File: src/postfix_expression_evaluator_assert.svh
// assertion macros for the postfix evaluator
`ifndef POSTFIX_EXPRESSION_EVALUATOR_ASSERT_SVH
`define POSTFIX_EXPRESSION_EVALUATOR_ASSERT_SVH

// property must hold at every clock edge out of reset
`define PEE_ASSERT(label, prop, msg) \
  label: assert property (@(posedge clk_i) disable iff (!rst_ni) (prop)) else $error(msg);

// antecedent implies consequent on the next edge
`define PEE_ASSERT_NEXT(label, ante, cons, msg) \
  label: assert property (@(posedge clk_i) disable iff (!rst_ni) (ante) |=> (cons)) \
    else $error(msg);

`endif

File: src/pee_pkg.sv
package pee_pkg;

  localparam logic [7:0] SymPow   = 8'h5e;
  localparam logic [7:0] SymDiv   = 8'h2f;
  localparam logic [7:0] SymMul   = 8'h2a;
  localparam logic [7:0] SymMod   = 8'h25;
  localparam logic [7:0] SymAdd   = 8'h2b;
  localparam logic [7:0] SymSub   = 8'h2d;
  localparam logic [7:0] SymZero  = 8'h30;
  localparam logic [7:0] SymNine  = 8'h39;
  localparam logic [7:0] SymSpace = 8'h20;

  localparam logic [2:0] ErrNone      = 3'd0;
  localparam logic [2:0] ErrUnderflow = 3'd1;
  localparam logic [2:0] ErrOverflow  = 3'd2;
  localparam logic [2:0] ErrDivZero   = 3'd3;
  localparam logic [2:0] ErrBadSym    = 3'd4;
  localparam logic [2:0] ErrLeftover  = 3'd5;

  typedef enum logic [2:0] {
    OpAdd, OpSub, OpMul, OpDiv, OpMod, OpPow
  } op_e;

  // controller to datapath
  typedef struct packed {
    logic load_sym;   // capture incoming request
    logic rd_top;     // launch stack read of top
    logic rd_next;    // launch stack read of second
    logic cap_rhs;    // latch read data as rhs
    logic cap_lhs;    // latch read data as lhs
    logic push_digit;
    logic start_alu;
    logic push_res;
    logic pop2;
    logic set_err;
    logic [2:0] err;
    logic cap_out;
    logic finish;     // clear stack depth and error
  } ctl_t;

  // datapath to controller
  typedef struct packed {
    logic is_space;
    logic is_digit;
    logic is_op;
    logic is_div;
    logic rhs_zero;
    logic full;
    logic lt_two;
    logic err_set;
    logic last;
    logic alu_done;
  } sts_t;

endpackage

File: src/pee_ctrl.sv
module pee_ctrl (
  input  logic           clk_i,
  input  logic           rst_ni,
  input  logic           in_valid_i,
  output logic           in_stall_o,
  output logic           out_valid_o,
  input  logic           out_stall_i,
  input  pee_pkg::sts_t  sts_i,
  output pee_pkg::ctl_t  ctl_o
);
  import pee_pkg::*;

  localparam logic [3:0] StIdle  = 4'd0;
  localparam logic [3:0] StDec   = 4'd1;
  localparam logic [3:0] StRdTop = 4'd2;
  localparam logic [3:0] StRdNxt = 4'd3;
  localparam logic [3:0] StCapL  = 4'd4;
  localparam logic [3:0] StAlu   = 4'd5;
  localparam logic [3:0] StWait  = 4'd6;
  localparam logic [3:0] StEnd   = 4'd7;
  localparam logic [3:0] StEndRd = 4'd8;
  localparam logic [3:0] StOut   = 4'd9;

  logic [3:0] state_q, state_d;
  logic       ovalid_q, ovalid_d;

  always_comb begin
    state_d  = state_q;
    ovalid_d = ovalid_q & out_stall_i;
    ctl_o    = '0;
    ctl_o.err = ErrNone;
    unique case (state_q)
      StIdle: if (in_valid_i) begin
        ctl_o.load_sym = 1'b1;
        state_d = StDec;
      end
      StDec: begin
        state_d = StEnd;
        if (sts_i.err_set || sts_i.is_space) begin
          state_d = StEnd;
        end else if (sts_i.is_digit) begin
          if (sts_i.full) begin
            ctl_o.set_err = 1'b1; ctl_o.err = ErrOverflow;
          end else ctl_o.push_digit = 1'b1;
        end else if (sts_i.is_op) begin
          if (sts_i.lt_two) begin
            ctl_o.set_err = 1'b1; ctl_o.err = ErrUnderflow;
          end else begin
            ctl_o.rd_top = 1'b1;
            state_d = StRdTop;
          end
        end else begin
          ctl_o.set_err = 1'b1; ctl_o.err = ErrBadSym;
        end
      end
      StRdTop: begin
        ctl_o.cap_rhs = 1'b1;
        ctl_o.rd_next = 1'b1;
        state_d = StRdNxt;
      end
      StRdNxt: begin
        ctl_o.cap_lhs = 1'b1;
        ctl_o.pop2 = 1'b1;
        state_d = StCapL;
      end
      StCapL: begin
        if (sts_i.is_div && sts_i.rhs_zero) begin
          ctl_o.set_err = 1'b1; ctl_o.err = ErrDivZero;
          state_d = StEnd;
        end else begin
          ctl_o.start_alu = 1'b1;
          state_d = StWait;
        end
      end
      StWait: if (sts_i.alu_done) begin
        ctl_o.push_res = 1'b1;
        state_d = StEnd;
      end
      StEnd: begin
        if (!sts_i.last) state_d = StIdle;
        else begin
          ctl_o.rd_top = 1'b1;  // bottom entry when depth is one
          state_d = StEndRd;
        end
      end
      StEndRd: if (!ovalid_q) begin
        ctl_o.cap_out = 1'b1;
        state_d = StOut;
      end
      StOut: begin
        ctl_o.finish = 1'b1;
        ovalid_d = 1'b1;
        state_d = StIdle;
      end
      default: state_d = StIdle;
    endcase
  end

  always_ff @(posedge clk_i or negedge rst_ni) begin
    if (!rst_ni) begin
      state_q  <= StIdle;
      ovalid_q <= 1'b0;
    end else begin
      state_q  <= state_d;
      ovalid_q <= ovalid_d;
    end
  end

  assign in_stall_o  = (state_q != StIdle);
  assign out_valid_o = ovalid_q;
endmodule

File: config.mk
export PLATFORM = sky130hd
export DESIGN_NAME = pee_ctrl
export DESIGN_NICKNAME = d
export VERILOG_FILES = /design/src/postfix_expression_evaluator_assert.svh /design/src/pee_pkg.sv /design/src/pee_ctrl.sv
export SDC_FILE = /design/constraint.sdc
export NUM_CORES = 1
export LEC_CHECK = 0
export BUFFER_PORTS_ARGS = -buffer_cell sky130_fd_sc_hd__buf_2
export CORE_MARGIN = 5
export CORE_UTILIZATION = 25
export CTS_CLUSTER_SIZE = 24
export DETAILED_ROUTE_END_ITERATION = 8
export MAX_ROUTING_LAYER = met4
export PLACE_DENSITY = 0.5
export SYNTH_ARGS = -nofsm -noshare
export SYNTH_HDL_FRONTEND = slang
export SYNTH_SLANG_ARGS = --single-unit
export TNS_END_PERCENT = 100
File: constraint.sdc
create_clock -name clk_i -period 1.95 [get_ports clk_i]
set_clock_uncertainty 0.1 [all_clocks]
set_input_delay 0.195 -clock clk_i [delete_from_list [all_inputs] [get_ports clk_i]]
set_output_delay 0.195 -clock clk_i [all_outputs]
set_load 0.02 [all_outputs]
==> flow_summary_export.csv <==
group,metric,value,unit
run_status,outcome,"finished, violations left",
run_status,violations,"setup timing",
timing,period_share,1.01,
cells_and_area,finalNonFillerCells,117,
timing,drv_slew,0,
flow_run,max_cap_viol_count,0,
worst_setup_path,reg2regPathDepth,4,
grt,grt_max_degree,11,
cells_and_area,fin_nets,107,
logic_synthesis,ys_seq_area_frac,0.265,
grt,grtUsageTotal,0.108,
logic_synthesis,synth_nets,72,
worst_setup_path,slowest_stage,"or4b_4",
timing,setup_viol,3,
worst_setup_path,critical_path.cell_chain,"or4b_4 -> nand2b_4 -> and2b_1 -> buf_6",
route,dr.pass1.iters,2,
clock_tree,cts_sinks,5,
clock_tree,clkTransAtPathRegs,0.04,ns
route,drt-vias-per-instance,4.64,
worst_setup_path,worstPathArrival,1.68,ns
worst_setup_path,critPathLaunchType,"register",
logic_synthesis,async_reset_ff_frac,1.00,
grt,grt_pass1_vias,541,
floorplanning,fp.dieArea,0.00286,sq mm
timing,fmax,507,MHz
timing,holdWs,0.0626,ns
route,drcViolationCount,0,
route,detail-route-antenna-nets,0,
pwr,peakVddDrop,0.000576,V
timing,hold_violations,0,
route,vias,543,
grt,antenna_found_initial,0,
logic_synthesis,syn_inst,58,
placed_design,io_buffers,30,
grt,grt_pass1_wl,2.26,mm
timing,layout_setup_ws,-0.0206,ns
worst_setup_path,path_max_fanout,6,
grt,overflow,0,
floorplanning,fp.dieW,53.5,um
floorplanning,coreArea,0.00176,sq mm
cells_and_area,area_growth_syn_to_layout,61.1,%
logic_synthesis,ys_ff_latch,5,
timing,tns,-0.0380,ns
worst_setup_path,cp_slowest_stage_delay,0.53,ns
floorplanning,fp-row-count,15,
worst_setup_path,r2r_setup_slack,0.36,ns
pwr,leakagePower,0.405,nW
worst_setup_path,endpoint_kind,"output port",
placed_design,gp_congestion,0.677,
clock_tree,clock_path_buffers,2,
pwr,power_density,1260,mW/mm^2
clock_tree,root_buffer,"clkbuf_4",
floorplanning,die_h,53.5,um
cells_and_area,design_area,762,sq um
logic_synthesis,ys_types,32,
timing,slew_headroom,0.592,
worst_hold_path,worstHoldPathCells,2,
logic_synthesis,syn-cell-area,473,sq um
logic_synthesis,yosys_most_used_dff,"dfrtp_1",
timing,rsz0062_at_grt,"true",
placed_design,dpl_cell_area,653,sq um
clock_tree,h-tree-depth,1,
floorplanning,start_util,0.268,
timing,tightest_slew,0.611,ns
worst_setup_path,cp.required,1.65,ns
logic_synthesis,synth_edf_count,0,
floorplanning,ios,31,
placed_design,dp_hpwl,1.13,mm
clock_tree,insertion_delay,0.24,ns
clock_tree,numCtsBuffers,3,
worst_hold_path,worstHoldPathType,"input port to register",
route,first_iter_violations,2,
route,wl_per_cell,11.9,um
cells_and_area,num_antenna_cells,0,
worst_setup_path,crit_type,"register to output port",
placed_design,dpl.cell_count,111,
timing,min_period,1.97,ns
clock_tree,cts_tree,"done",
route,routed_wirelength,1.39,mm
cells_and_area,final_layout_size_suffix_gt1_frac,0.533,
logic_synthesis,synth_warnings,0,
logic_synthesis,syn_area_per_cell,8.15,sq um
[timing repair]
item	CTS	global route
pin swaps	2	3
buffers inserted	1	0
endpoints found under the setup margin	7	8
gates cloned	0	0
hold buffers	1	0
resized for setup	4	16
endpoints found under the hold margin	5	0
[cells by family after synthesis]
kind of cell | after synthesis | synth area share
simple gates | 32 | 0.426
compound gates | 12 | 0.196
buf+inv | 8 | 0.0952
flops | 5 | 0.265
xor+xnor | 1 | 0.0185
[synth_stat cells (2+ instances only)]
| cell type | instances | share of area |
|---|---|---|
| and3_1 | 3 | 0.040 |
| and2b_1 | 2 | 0.032 |
| nand4_1 | 2 | 0.026 |
| o21ai_0 | 3 | 0.032 |
| inv_1 | 2 | 0.016 |
| dfrtp_1 | 5 | 0.26 |
| clkbuf_1 | 3 | 0.024 |
| nand3b_1 | 2 | 0.032 |
| nor2_1 | 6 | 0.048 |
| a21oi_1 | 2 | 0.021 |
| buf_4 | 2 | 0.032 |
| nand2_1 | 6 | 0.048 |
[worst max-delay path, delay by kind of cell, from the launching register on]
kind	cells	cell delay, ns
simple gates	3	0.95
flops	1	0.37
buf+inv	1	0.12
[cell type report]
type	count	area [sq um]
well taps	25	31.3
repair buffers	36	226
fillers	195	1000
flip-flops and latches	5	125
multi-input cells	45	345
clock buffers	4	26.3
inverters	2	7.51
[layer usage]
layer,wire [um],up-vias,GRT usage
met5,0,-,-
met4,0,0,0.0511
met3,107,0,0.00845
met2,652,21,0.167
met1,633,244,0.140
li1,-,278,-
[registers in the layout, indices dropped and copies added, names as in the netlist]
register and count:
state_q 4, out_valid_o 1
[cell usage in the layout (no fill, tap or decap), types with 2 or more instances in the layout]
cell type and n:
o21ai_1 2, buf_4 9, inv_1 2, nor2_4 2, and3_1 3, buf_6 3, buf_2 23, nor2_1 5
and2b_1 2, nand2_1 6, a21oi_1 2, clkbuf_4 3, nand3b_1 2, nand4_1 2, dfrtp_1 5
[final timing paths]
kind | from | to
setup / recovery | state_q[3]$_DFFE_PN0P_ | ctl_o[9]
hold / removal | out_stall_i | out_valid_o$_DFF_PN0_
setup reg to reg | state_q[3]$_DFFE_PN0P_ | state_q[0]$_DFFE_PN0P_
hold reg to reg | out_valid_o$_DFF_PN0_ | out_valid_o$_DFF_PN0_
max in group asynchronous | rst_ni | state_q[3]$_DFFE_PN0P_
min in group asynchronous | rst_ni | state_q[0]$_DFFE_PN0P_
[stage by stage]
step / util / worst slack, ns / power (mW)
detailed placement: 0.370 / 0.138 / 0.790
finish: 0.432 / -0.0206 / 0.959
global route: 0.432 / -0.0820 / 1.04
global placement: 0.370 / 0.163 / 0.787
CTS: 0.401 / -0.0733 / 0.932
floorplan: - / -0.00372 / 0.628
[power by group]
group	internal (mW)	leakage [nW]	switching (mW)
clock	0.0772	0.0150	0.0399
sequential	0.144	0.0637	0.0330
combinational	0.289	0.326	0.376
Power figures use the tool's default switching activity.
